==> src/hdl/sru_pkg.sv <==
`timescale 1ns / 1ps
// ----------------------------------------------------------------------------
// sru_pkg
// Shared types and constants for the x86 shift/rotate unit.
// ----------------------------------------------------------------------------
package sru_pkg;

    localparam int OPER_W   = 32;
    localparam int BYTE_W   = 8;
    localparam int CNT_IN_W = 8;
    localparam int CNT_W    = 5;
    localparam int CMD_W    = 3;

    // s_tdata: command, operand_value, shift_count, zero pad
    localparam int S_TDATA_W = 48;
    // m_tdata: result_value, write_enable, cf, of, of_write, sf, zf, pf,
    // arith_write, invalid_op, zero pad
    localparam int M_TDATA_W = 48;

    typedef enum logic [CMD_W-1:0] {
        CMD_SHL = 3'd0,
        CMD_SHR = 3'd1,
        CMD_SAR = 3'd2,
        CMD_ROL = 3'd3,
        CMD_ROR = 3'd4
    } cmd_t;

    typedef struct packed {
        logic [CMD_W-1:0]    command;
        logic                byte_size;
        logic [OPER_W-1:0]   operand_value;
        logic [CNT_IN_W-1:0] shift_count;
    } sru_req_t;

    typedef struct packed {
        logic [OPER_W-1:0] result_value;
        logic              write_enable;
        logic              carry_flag;
        logic              overflow_flag;
        logic              overflow_write;
        logic              sign_flag;
        logic              zero_flag;
        logic              parity_flag;
        logic              arith_flags_write;
        logic              invalid_op;
    } sru_rsp_t;

endpackage

==> src/hdl/x86_shift_rotate_unit.sv <==
`timescale 1ns / 1ps
// ----------------------------------------------------------------------------
// x86_shift_rotate_unit
// SHL/SHR/SAR/ROL/ROR on byte or 32-bit operands with x86 flag updates.
// ----------------------------------------------------------------------------
// The unit accepts one item every clock cycle while m_tready is high and
// returns one result item per input item, in order: an input register feeds
// a single barrel shifter with flag logic, whose output lands in a result
// register. Both stages advance independently, so a stalled result side
// still lets one more item be taken in; m_tready low for longer holds
// s_tready low. The count is masked to five bits; a zero count, or a byte
// rotate by a multiple of eight, writes nothing.
module x86_shift_rotate_unit (
    input  logic                           aclk,
    input  logic                           aresetn,
    input  logic                           s_tvalid,
    output logic                           s_tready,
    // [2:0] command, [34:3] operand_value, [42:35] shift_count, [47:43] zero
    input  logic [sru_pkg::S_TDATA_W-1:0]  s_tdata,
    // [0] byte_size
    input  logic                           s_tuser,
    output logic                           m_tvalid,
    input  logic                           m_tready,
    // [31:0] result_value, [32] write_enable, [33] carry_flag,
    // [34] overflow_flag, [35] overflow_write, [36] sign_flag,
    // [37] zero_flag, [38] parity_flag, [39] arith_flags_write,
    // [40] invalid_op, [47:41] zero
    output logic [sru_pkg::M_TDATA_W-1:0]  m_tdata
);
    import sru_pkg::*;

    sru_req_t req_reg, req_next;
    sru_rsp_t rsp_reg, rsp_comb;
    logic     in_valid_reg, out_valid_reg;
    logic     out_load;

    assign out_load = in_valid_reg && (!out_valid_reg || m_tready);
    assign s_tready = !in_valid_reg || out_load;

    always_comb begin
        req_next.command       = s_tdata[2:0];
        req_next.operand_value = s_tdata[34:3];
        req_next.shift_count   = s_tdata[42:35];
        req_next.byte_size     = s_tuser;
    end

    always_ff @(posedge aclk) begin
        if (!aresetn) begin
            in_valid_reg <= 1'b0;
        end else if (s_tready) begin
            in_valid_reg <= s_tvalid;
        end
    end

    always_ff @(posedge aclk) begin
        if (s_tready && s_tvalid) begin
            req_reg <= req_next;
        end
    end

    sru_core u_core (
        .req (req_reg),
        .rsp (rsp_comb)
    );

    always_ff @(posedge aclk) begin
        if (!aresetn) begin
            out_valid_reg <= 1'b0;
        end else if (out_load) begin
            out_valid_reg <= 1'b1;
        end else if (m_tready) begin
            out_valid_reg <= 1'b0;
        end
    end

    always_ff @(posedge aclk) begin
        if (out_load) begin
            rsp_reg <= rsp_comb;
        end
    end

    assign m_tvalid = out_valid_reg;
    assign m_tdata  = {7'd0,
                       rsp_reg.invalid_op,
                       rsp_reg.arith_flags_write,
                       rsp_reg.parity_flag,
                       rsp_reg.zero_flag,
                       rsp_reg.sign_flag,
                       rsp_reg.overflow_write,
                       rsp_reg.overflow_flag,
                       rsp_reg.carry_flag,
                       rsp_reg.write_enable,
                       rsp_reg.result_value};

endmodule

==> src/hdl/sru_core.sv <==
`timescale 1ns / 1ps
// ----------------------------------------------------------------------------
// sru_core
// Barrel shift/rotate datapath with x86 flag generation (combinational).
// ----------------------------------------------------------------------------
module sru_core (
    input  sru_pkg::sru_req_t req,
    output sru_pkg::sru_rsp_t rsp
);
    import sru_pkg::*;

    logic [CNT_W-1:0]    cnt;
    logic [OPER_W-1:0]   val;
    logic [BYTE_W-1:0]   v8;
    logic [OPER_W:0]     shl32, shr32, sar32;
    logic [2*OPER_W-1:0] rol32, ror32;
    logic [OPER_W:0]     shl8, shr8, sar8;
    logic [2*BYTE_W-1:0] rol8, ror8;
    logic [2:0]          rc8;
    logic [OPER_W-1:0]   res;
    logic                cf, of, msb, written, arith, known;

    assign cnt = req.shift_count[CNT_W-1:0];
    assign val = req.operand_value;
    assign v8  = val[BYTE_W-1:0];
    assign rc8 = cnt[2:0];

    assign shl32 = {1'b0, val} << cnt;
    assign shr32 = {val, 1'b0} >> cnt;
    assign sar32 = $unsigned($signed({val, 1'b0}) >>> cnt);
    assign rol32 = {val, val} << cnt;
    assign ror32 = {val, val} >> cnt;

    assign shl8 = {25'd0, v8} << cnt;
    assign shr8 = {24'd0, v8, 1'b0} >> cnt;
    assign sar8 = $unsigned($signed({{24{v8[BYTE_W-1]}}, v8, 1'b0}) >>> cnt);
    assign rol8 = {v8, v8} << rc8;
    assign ror8 = {v8, v8} >> rc8;

    always_comb begin
        res     = '0;
        cf      = 1'b0;
        of      = 1'b0;
        written = 1'b1;
        arith   = 1'b0;
        known   = 1'b1;
        case (req.command)
            CMD_SHL: begin
                arith = 1'b1;
                if (req.byte_size) begin
                    res = {24'd0, shl8[BYTE_W-1:0]};
                    cf  = shl8[BYTE_W];
                end else begin
                    res = shl32[OPER_W-1:0];
                    cf  = shl32[OPER_W];
                end
            end
            CMD_SHR: begin
                arith = 1'b1;
                if (req.byte_size) begin
                    res = {24'd0, shr8[BYTE_W:1]};
                    cf  = shr8[0];
                    of  = v8[BYTE_W-1];
                end else begin
                    res = shr32[OPER_W:1];
                    cf  = shr32[0];
                    of  = val[OPER_W-1];
                end
            end
            CMD_SAR: begin
                arith = 1'b1;
                if (req.byte_size) begin
                    res = {24'd0, sar8[BYTE_W:1]};
                    cf  = sar8[0];
                end else begin
                    res = sar32[OPER_W:1];
                    cf  = sar32[0];
                end
            end
            CMD_ROL: begin
                if (req.byte_size) begin
                    res     = {24'd0, rol8[2*BYTE_W-1:BYTE_W]};
                    written = (rc8 != 3'd0);
                end else begin
                    res = rol32[2*OPER_W-1:OPER_W];
                end
                cf = res[0];
            end
            CMD_ROR: begin
                if (req.byte_size) begin
                    res     = {24'd0, ror8[BYTE_W-1:0]};
                    written = (rc8 != 3'd0);
                    cf      = res[BYTE_W-1];
                    of      = res[BYTE_W-1] ^ res[BYTE_W-2];
                end else begin
                    res = ror32[OPER_W-1:0];
                    cf  = res[OPER_W-1];
                    of  = res[OPER_W-1] ^ res[OPER_W-2];
                end
            end
            default: begin
                known   = 1'b0;
                written = 1'b0;
            end
        endcase
    end

    assign msb = req.byte_size ? res[BYTE_W-1] : res[OPER_W-1];

    always_comb begin
        rsp = '0;
        if (cnt != '0) begin
            if (!known) begin
                rsp.invalid_op = 1'b1;
            end else if (written) begin
                rsp.result_value = res;
                rsp.write_enable = 1'b1;
                rsp.carry_flag   = cf;
                if (cnt == CNT_W'(1)) begin
                    rsp.overflow_write = 1'b1;
                    if (req.command == CMD_SHL || req.command == CMD_ROL) begin
                        rsp.overflow_flag = msb ^ cf;
                    end else begin
                        rsp.overflow_flag = of;
                    end
                end
                if (arith) begin
                    rsp.arith_flags_write = 1'b1;
                    rsp.sign_flag         = msb;
                    rsp.zero_flag         = (res == '0);
                    rsp.parity_flag       = ~^res[BYTE_W-1:0];
                end
            end
        end
    end

endmodule
==> config.mk <==
export PLATFORM = sky130hd
export DESIGN_NAME = x86_shift_rotate_unit
export DESIGN_NICKNAME = d
export VERILOG_FILES = /design/src/hdl/sru_pkg.sv /design/src/hdl/x86_shift_rotate_unit.sv /design/src/hdl/sru_core.sv
export SDC_FILE = /design/constraint.sdc
export NUM_CORES = 1
export LEC_CHECK = 0
export BUFFER_PORTS_ARGS = -buffer_cell sky130_fd_sc_hd__buf_2
export CORE_MARGIN = 5
export CORE_UTILIZATION = 35
export CTS_CLUSTER_SIZE = 28
export DETAILED_ROUTE_END_ITERATION = 10
export RECOVER_POWER = 50
export SYNTH_ARGS = -nofsm -noshare
export SYNTH_HDL_FRONTEND = slang
export SYNTH_SLANG_ARGS = --single-unit
==> constraint.sdc <==
create_clock -name aclk -period 11.2 [get_ports aclk]
set_clock_uncertainty 0.05 [all_clocks]
set_input_delay 3.36 -clock aclk [delete_from_list [all_inputs] [get_ports aclk]]
set_output_delay 3.36 -clock aclk [all_outputs]
set_load 0.01 [all_outputs]
# ---- After elaboration in Yosys (flattened, before gate mapping)
# Index checks and enable logic that the tools add are counted.
dict set report totals {
  ff_bits 84
  word_cells 80
  output_inout_bits 50
}
dict set report classes {
  n_eq_ne 5
  mux 26
  reduce_logical 20
  n_shift 10
  bitwise_logic 3
}
# cell n
set op_table {}
lappend op_table {{$mux 32} 5}
lappend op_table {{$pmux 32 s5} 1}
lappend op_table {{$shl 64x5->64} 1}
lappend op_table {{$shr 64x5->32} 1}
lappend op_table {{$shl 32x5->33} 1}
lappend op_table {{$shr 33x5->33} 1}
lappend op_table {{$sshr 33x5->33} 1}
lappend op_table {{$logic_not 32->1} 1}
lappend op_table {{$shl 16x3->16} 1}
lappend op_table {{$shr 16x3->8} 1}
lappend op_table {{$mux 1} 14}
lappend op_table {{$shl 8x5->9} 1}
lappend op_table {{$shr 9x5->9} 1}
lappend op_table {{$sshr 9x5->9} 1}
lappend op_table {{$mux 8} 1}
lappend op_table {{$reduce_and 4->1} 2}
lappend op_table {{$reduce_xnor 8->1} 1}
lappend op_table {{$eq 3x2->1 const B} 2}
lappend op_table {{$eq 5x1->1 const B} 1}
lappend op_table {{$pmux 1 s5} 1}
lappend op_table {{$reduce_bool 5->1} 1}
lappend op_table {{$reduce_or 5->1} 1}
lappend op_table {{$mux 4} 1}
lappend op_table {{$pmux 1 s2} 2}
lappend op_table {{other kinds (14)} 20}

# ---- Logic depth before layout (Yosys ltp)
# Gate-level depths: netlist of run 1.
dict set report logic_depth {
  word_depth 8
  ltp_mapped 17
  depth_no_buf 12
}

# ---- By module
# Synthesis of run 1 repeated with hierarchy kept, for this count alone.
dict set report unflattened {
  cells_unflattened 1209
  hier_area_um2 11200.7
}
# mod instances area_per_inst_um2 cells_each
set modules_own_cells {}
lappend modules_own_cells {sru_core 1 8488.1 1107}
lappend modules_own_cells {x86_shift_rotate_unit 1 2712.6 102}

# ---- Worst setup path before layout of run 1
# No wires, ideal clock.
dict set report synth_timing {
  path_type {input -> output}
  from {in m_tready}
  to {out s_tready}
  path_slack_ps 4114
  arrival_ps 3676
  cell_stages 2
  cell_sequence {nor2b_1 -> nand2_1}
}
dict set report synth_between {
  elab_chain_len 3
}
# item line
set synth_rtl {}
lappend synth_rtl {{from (decl)} x86_shift_rotate_unit.sv:23} ;# input logic m_tready,
lappend synth_rtl {{$logic_or 1x1->1} x86_shift_rotate_unit.sv:37} ;# assign out_load = in_valid_reg && (!out_valid_reg || m_tready);
lappend synth_rtl {{$logic_and 1x1->1} x86_shift_rotate_unit.sv:37}
lappend synth_rtl {{$logic_or 1x1->1} x86_shift_rotate_unit.sv:38} ;# assign s_tready = !in_valid_reg || out_load;
lappend synth_rtl {{to (decl)} x86_shift_rotate_unit.sv:17} ;# output logic s_tready,
# Every way passes these cells.

# ---- Worst setup path after layout of run 1
# Ends and elaborated chain as after synthesis.

==> results of run 1 <==
[metrics by stage]
stage                     utilization [%]  instances  hold WS [ns]  power, mW  area, sq um
after global placement               37.1       1572         0.453      0.895        11700
after CTS                            38.1       1587         0.489       1.22        12000
after floorplan                         -       1211         0.427      0.736        11200
after detailed placement             37.1       1572         0.467      0.896        11700
after global routing                 37.9       1587         0.527       1.27        12000
final                                37.9       1587         0.482       1.23        12000
[Yosys cell counts (all sizes together), types with 12 or more instances]
cell,n,share of area (%)
clkbuf,96,3.2
o211ai,24,1.6
nor2b,13,0.72
mux2,48,4.8
a211oi,33,2.2
edfxtp,82,22
nor2,100,3.3
and2,15,0.84
buf,65,3.5
mux4,104,21
a31oi,15,0.84
nand2,112,3.7
or2,12,0.67
nand3,34,1.5
o22ai,12,0.67
o21ai,48,2.1
a21oi,60,2.7
mux2i,71,6.4
nor3,29,1.3
[worst max path at each step]
stage | from | endpoint | slack, ns
after global placement | m_tready | s_tready | 3.77
after global routing | m_tready | s_tready | 3.69
after CTS | m_tready | s_tready | 3.77
final | m_tready | s_tready | 3.78
after detailed placement | m_tready | s_tready | 3.77
after floorplan | m_tready | s_tready | 4.11
[metal layers]
layer / part of all wire [%] / vias to the layer above
li1: - / 4696
met1: 39 / 5457
met2: 42 / 934
met3: 14 / 145
met4: 4.3 / 0
met5: 0 / -
[cells by family after synthesis]
| kind of cell | synth area share [%] |
|---|---|
| compound gates | 20.5 |
| xor+xnor | 0.702 |
| fa+ha+maj | 0.446 |
| buf+inv | 7.09 |
| flops | 22.3 |
| mux | 32.0 |
| other cells | 0.0334 |
| simple gates | 16.9 |
[where the power goes]
part | internal [mW] | switching [mW] | total, mW
Combinational | 0.193 | 0.318 | 0.512
Clock | 0.192 | 0.129 | 0.321
Sequential | 0.368 | 0.0320 | 0.400
Total | 0.754 | 0.479 | 1.23
[worst max-delay path, delay by kind of cell]
| family | cells | cell delay (ns) |
|---|---|---|
| simple gates | 2 | 0.40 |
| buf+inv | 2 | 0.25 |
[cell type report]
class / count / share of cell area [%]
clock buffer: 9 / 1.88
clock inverter: 6 / 0.668
inverter: 12 / 0.376
multi-input combinational: 954 / 66.4
sequential: 84 / 20.9
tap: 402 / 4.19
timing repair buffer: 120 / 5.61
==> impl_metrics.tcl, run 1 <==
set metrics [dict create \
    max-vdd-ir-drop_mv 0.0802 \
    root_buffer "clkbuf_16" \
    mostFrequentLayoutCells "nand2_1, mux4_2, nor2_1, edfxtp_1, mux2i_1" \
    min-delay-start "in_valid_reg$_SDFFE_PN0N_" \
    top_usage_layer "met2" \
    dpl_worst_slack_ns 3.77 \
    route.detailed.drc 0 \
    antenna_found_initial 0 \
    worstSetupPathType "primary input to primary output" \
    timing.fmax_ghz 0.135 \
    vias 11200 \
    grt_use_met3_pct 8.96 \
    slowest_delay_ns 0.29 \
    io_pins 103 \
    holdPathEnd "m_tvalid$_SDFFE_PN0P_" \
    reg2reg_from "req_reg[2]$_DFFE_PP_" \
    rr_endpoint "m_tdata[37]$_SDFFCE_PN0P_" \
    final-seq-area_sq_mm 0.00250 \
    n_antenna_cell 0 \
    tritoncts "built" \
    ys_seq_elements 84 \
    n_fill_cell 3201 \
    period_needed_ns 7.42 \
    final_common_cell "nand2_1" \
    leakage_nw 4.15 \
    grt_pass1_vias 10400 \
    met1_usage_pct 36.5 \
    maxCapViolCount 2 \
    grt_max_degree 141 \
    start_kind "primary input" \
    slew_violations 48 \
    cp.required_ns 7.79 \
    cts-resized-gates 0 \
    power_density_mw_per_mm2 103 \
    ff2ff_setup_slack_ns 5.37 \
    area_growth_pct 6.82 \
    worst_pin_slew_ns 2.20 \
    holdBufCountCts 0 \
    start_util_pct 35.5 \
    wl_per_cell_um 31.1 \
    h-tree-depth 3 \
    crit_arrival_ns 4.01 \
    cts.sinks 84 \
    worstHoldPathType "register to register" \
    syn-cell-area_sq_mm 0.0112 \
    die_w_um 189 \
    drive_gt1_share_pct 24.6 \
    dieHeight_um 189 \
    setup_viol 0 \
    worst_slew_margin_rel_pct -46.7 \
    place_hpwl_um 34000 \
    synth_area_per_cell_sq_um 9.32 \
    cp_cell_sequence "buf_2 > nor2b_1 > nand2_1 > buf_2" \
    multi_input_area_sq_mm 0.00796 \
    drt_first_iter_violations 1713 \
    path_common_cell "buf_2" \
    numCtsBuffers 9 \
    rows 65 \
    io_buffer_count 87 \
    gp_congestion 1.06 \
    grtUsageMet2_pct 39.4 \
    overflow 0 \
    grt_pass1_wl_um 72200 \
    vias_per_cell 7.08 \
    finalCritPeriodShare_pct 66.3 \
    clk_pin_slew_ns 0.06 \
    r2r_cells 12 \
    syn_inst 1205 \
    drtAntennaViolNets 0 \
    synth-main-ff-cell "edfxtp_1" \
    cts_setup_buffers 0 \
    core_sq_mm 0.0316 \
    clock_path_buffers 2 \
    worst_hold_path.num_cells 1 \
    tns_ns 0 \
    final-hold-violation-count 0 \
    yosysWarnings 0 \
    synth.yosys.seq_area_share_pct 22.3 \
    outcome "finished with violations" \
    yosysUniqueCellTypes 90 \
    fin_nets 1238 \
    synthArstFlopShare_pct 0 \
    first_pass_iters 6 \
    rsz0062_at_grt "no" \
    clock_latency_ns 0.37 \
    grt_use_total_pct 26.7 \
    worst_slack_ns 3.78 \
    routed_wl_um 49300 \
    end_kind "primary output" \
    violations "capacitance limit, slew limit" \
    synth_edf_count 82 \
    die_area_sq_mm 0.0358 \
    crit_fanout 4 \
    cp_slowest_cell "nor2b_1" \
]
Power figures use the tool's default switching activity.
==> run 2: changes to the inputs <==
- clock period: 11.2 -> 6.85 ns (I/O delays scaled with it)
==> run 2 against run 1 <==
  * The flow still finishes with violations (capacitance limit, slew limit)
  * Cell count up 0.63%
  * Clock power up 68%
  * Register-to-register slack worse by 4.2 ns
  * First-iteration DRC count increased by 4.0%
  * Critical path type is now register to register
  * Die area unchanged
  * Sequential cell count did not move
  * Final area rose by 0.86%
==> impl_metrics.tcl, run 2 (synthesis results as in run 1) <==
set metrics [dict create \
    outcome "finished with violations" \
    violations "capacitance limit, slew limit" \
    drt_first_iter_violations 1781 \
    cts.sinks 84 \
    final-hold-violation-count 0 \
    reg2reg_from "req_reg[0]$_DFFE_PP_" \
    vias_per_cell 7.11 \
    finalCritPeriodShare_pct 83.1 \
    io_pins 103 \
    drtAntennaViolNets 0 \
    vias 11400 \
    h-tree-depth 3 \
    root_buffer "clkbuf_16" \
    clock_path_buffers 2 \
    start_kind "register" \
    grt_pass1_wl_um 73900 \
    ff2ff_setup_slack_ns 1.16 \
    crit_arrival_ns 5.84 \
    setup_viol 0 \
    holdPathEnd "m_tvalid$_SDFFE_PN0P_" \
    holdBufCountCts 0 \
    numCtsBuffers 9 \
    min-delay-start "in_valid_reg$_SDFFE_PN0N_" \
    slew_violations 42 \
    die_area_sq_mm 0.0358 \
    timing.fmax_ghz 0.176 \
    drive_gt1_share_pct 23.8 \
    final-seq-area_sq_mm 0.00250 \
    clock_latency_ns 0.37 \
    rows 65 \
    r2r_cells 12 \
    rsz0062_at_grt "no" \
    worst_pin_slew_ns 3.25 \
    routed_wl_um 50400 \
    gp_congestion 1.07 \
    core_sq_mm 0.0316 \
    cts-resized-gates 0 \
    fin_util_pct 38.2 \
    max-vdd-ir-drop_mv 0.165 \
    end_kind "register" \
    clk_pin_slew_ns 0.07 \
    worst_hold_path.num_cells 1 \
    area_growth_pct 7.74 \
    crit_fanout 22 \
    worst_slew_margin_rel_pct -117 \
    overflow 0 \
    antenna_found_initial 0 \
    worstSetupPathType "register to register" \
    tritoncts "built" \
    place_hpwl_um 36000 \
    power_density_mw_per_mm2 169 \
    cp.required_ns 6.99 \
    cts_setup_buffers 0 \
    tns_ns 0 \
    grt_max_degree 111 \
    n_fill_cell 3189 \
    fin_nets 1247 \
    multi_input_area_sq_mm 0.00797 \
    first_pass_iters 6 \
    dieHeight_um 189 \
    n_antenna_cell 0 \
    mostFrequentLayoutCells "nand2_1, mux4_2, nor2_1, edfxtp_1, mux2i_1" \
    worstHoldPathType "register to register" \
    grt_pass1_vias 10400 \
    start_util_pct 35.5 \
    wl_per_cell_um 31.6 \
    final_common_cell "nand2_1" \
    die_w_um 189 \
    leakage_nw 4.16 \
    route.detailed.drc 0 \
    io_buffer_count 87 \
    grt_use_total_pct 27.4 \
    maxCapViolCount 1 \
    rr_endpoint "m_tdata[37]$_SDFFCE_PN0P_" \
    period_needed_ns 5.69 \
]
## run 2: changes by cell type in the layout (fill, tap and decap cells not counted), moves of 3 or more
cell      delta
buf_2       -20
buf_12       +3
buf_4        +6
clkbuf_1    +21
## run 2: how the worst max path moves through the flow
| stage | start | endpoint |
|---|---|---|
| finish | req_reg[0]$_DFFE_PP_ | m_tdata[37]$_SDFFCE_PN0P_ |
| global route | req_reg[0]$_DFFE_PP_ | m_tdata[37]$_SDFFCE_PN0P_ |
| CTS | req_reg[0]$_DFFE_PP_ | m_tdata[37]$_SDFFCE_PN0P_ |
| detailed placement | req_reg[0]$_DFFE_PP_ | m_tdata[37]$_SDFFCE_PN0P_ |
| global placement | req_reg[0]$_DFFE_PP_ | m_tdata[37]$_SDFFCE_PN0P_ |
| floorplan | m_tready | s_tready |
## run 2: final cells by class
cell class | count | area share, %
tap | 402 | 4.16
clock inverter | 6 | 0.735
multi-input combinational | 954 | 65.9
clock buffer | 10 | 1.89
timing repair buffer | 129 | 6.23
sequential | 84 | 20.7
inverter | 12 | 0.372
## run 2: layer usage
metal  vias to the layer above  GRT usage [%]  routed length (um)
li1                       4712              -                   -
met1                      5580           39.0               20300
met2                       919           40.2               21200
met3                       146           7.91                6820
met4                         0           8.66                2050
met5                         -              0                   0
## run 2: report_power, final
part	leakage [nW]	switching (mW)	internal [mW]	total, mW
Combinational	3.21	0.508	0.319	0.826
Sequential	0.795	0.0711	0.603	0.674
Clock	0.150	0.219	0.319	0.538
Total	4.16	0.798	1.24	2.04
## run 2: critical path, cell delays in order, from the launching register on
cell and delay (ns):
edfxtp_1 1.19, buf_12 0.26, clkbuf_1 0.93, or3_1 0.41, mux2i_1 0.42, nand2_1 0.10, nand3_1 0.09, a21oi_1 0.07
nor4_1 0.75, ha_1 0.27, nand4_1 0.15, or4b_1 0.52, nor4_2 0.28
## run 2: through the flow
step | worst slack, ns | area (sq um) | power, mW | hold slack (ns) | cells
after global routing | 0.938 | 12100 | 2.10 | 0.527 | 1597
after floorplan | 2.37 | 11200 | 1.20 | 0.427 | 1211
after detailed placement | 1.77 | 11800 | 1.47 | 0.487 | 1581
after global placement | 1.83 | 11800 | 1.47 | 0.456 | 1581
final | 1.16 | 12100 | 2.04 | 0.489 | 1597
after CTS | 1.75 | 12200 | 2.02 | 0.502 | 1597
==> run 3: changes to the inputs <==
- clock period: 6.85 -> 5.21 ns (I/O delays scaled with it)
==> run 3 against run 2 <==
  * The run still ends with capacitance limit, slew limit left
  * Die area is the same
  * Cell count grew 1.7%
  * Sequential share of layout area shrank 0.31 points
  * Sequential power grew 31%
  * Combinational power grew 36%
  * Setup slack lost 0.72 ns
  * Routed wire length grew 1.4%
  * Critical path type unchanged
  * Largest power group unchanged
==> impl_metrics.tcl, run 3 (synthesis results as in run 1) <==
set metrics [dict create \
    first_pass_iters 6 \
    fin_nets 1275 \
    grt_max_degree 87 \
    power_frac_clock_pct 24.0 \
    crit_arrival_ns 4.91 \
    drive_gt1_share_pct 25.5 \
    cts-resized-gates 0 \
    die_w_um 189 \
    n_fill_cell 3170 \
    n_antenna_cell 0 \
    clk_pin_slew_ns 0.06 \
    tns_ns 0 \
    pwr-share-seq_pct 33.6 \
    final-hold-violation-count 0 \
    period_needed_ns 4.78 \
    dieHeight_um 189 \
    area_growth_pct 9.36 \
    worst_slew_margin_rel_pct -120 \
    antenna_found_initial 0 \
    timing.fmax_ghz 0.209 \
    worst_slack_ns 0.434 \
    clock_latency_ns 0.37 \
    setup_viol 0 \
    die_area_sq_mm 0.0358 \
    routed_wl_um 51200 \
    rsz0062_at_grt "no" \
    grt_pass1_wl_um 74000 \
    switching_power_mw 1.04 \
    maxCapViolCount 2 \
    tritoncts "built" \
    overflow 0 \
    p_comb_share_pct 42.4 \
    route.detailed.drc 0 \
    finalCritPeriodShare_pct 91.7 \
    p_total_mw 2.63 \
    fin_util_pct 38.8 \
    vias_per_cell 6.99 \
    crit_fanout 17 \
    leakage_nw 4.29 \
    place_hpwl_um 37200 \
    max-vdd-ir-drop_mv 0.222 \
    wl_per_cell_um 31.5 \
    holdBufCountCts 0 \
    internal_power_mw 1.59 \
    start_kind "register" \
    power_density_mw_per_mm2 214 \
    cts_setup_buffers 0 \
    holdWs_ns 0.470 \
    rows 65 \
    io_pins 103 \
    worstHoldPathType "register to register" \
    outcome "finished with violations" \
    cp.required_ns 5.34 \
    end_kind "register" \
    mostFrequentLayoutCells "nand2_1, mux4_2, nor2_1, edfxtp_1, mux2i_1" \
    fin_cells 1624 \
    core_sq_mm 0.0316 \
    drt_first_iter_violations 1726 \
    final_common_cell "nand2_1" \
    worstSetupPathType "register to register" \
    numCtsBuffers 9 \
    h-tree-depth 3 \
    cts.sinks 84 \
    root_buffer "clkbuf_16" \
    slew_violations 84 \
    worst_pin_slew_ns 3.29 \
    netSwitchingFraction_pct 39.5 \
    clock_path_buffers 2 \
    drtAntennaViolNets 0 \
    violations "capacitance limit, slew limit" \
    place_area_sq_mm 0.0121 \
    grt_use_total_pct 27.7 \
    dpl_worst_slack_ns 0.591 \
    dp_cells 1609 \
    gp_congestion 1.04 \
    grt_pass1_vias 10600 \
    io_buffer_count 87 \
    vias 11400 \
    start_util_pct 35.5 \
    design_area_sq_mm 0.0123 \
]
run 3: cell count changes in the layout (fill, tap and decap cells not counted), sizes merged:
cell	delta
buf	+29
bufinv	-1
clkbuf	-2
clkinv	+1
run 3: power groups by stage:
stage          Sequential [mW]  Combinational [mW]  Clock (mW)
6_report                 0.884                1.12       0.633
2_1_floorplan            0.834               0.748           0
5_1_grt                  0.885                1.17       0.674
4_1_cts                  0.874                1.08       0.656
3_5_place_dp             0.889                1.08           0
3_3_place_gp             0.888                1.08           0
run 3: area by class of cell:
type	count	area, sq um	area share [%]
well taps	402	503	4.10
clock buffers	9	225	1.83
flip-flops and latches	84	2500	20.4
inverters	12	45.0	0.367
clock inverters	6	56.3	0.459
repair buffers	157	980	7.98
multi-input cells	954	7970	64.9
run 3: final timing paths:
kind | startpoint | end | slack, ns | cells after the start
worst max-delay path | req_reg[3]$_DFFE_PP_ | m_tdata[37]$_SDFFCE_PN0P_ | 0.43 | 12
worst min-delay path | in_valid_reg$_SDFFE_PN0N_ | m_tvalid$_SDFFE_PN0P_ | 0.47 | 1
worst max register to register | req_reg[3]$_DFFE_PP_ | m_tdata[37]$_SDFFCE_PN0P_ | 0.43 | 12
worst min register to register | in_valid_reg$_SDFFE_PN0N_ | m_tvalid$_SDFFE_PN0P_ | 0.47 | 1
run 3: worst max-delay path, cell delays in order (launching register included):
cell,delay (ns)
edfxtp_1,0.86
buf_4,0.35
mux4_2,0.38
o22ai_1,0.23
a21oi_1,0.20
mux4_2,0.52
o211a_1,0.22
a31oi_1,0.13
nor3b_1,0.48
ha_1,0.23
nand4_1,0.11
or4b_1,0.51
nor4_2,0.30
run 3: metal layers:
layer  global-route usage, %  routed length, um
met4                    11.7               2540
met1                    38.2              20400
met5                       0                  0
met2                    40.5              21400
met3                    8.06               6740
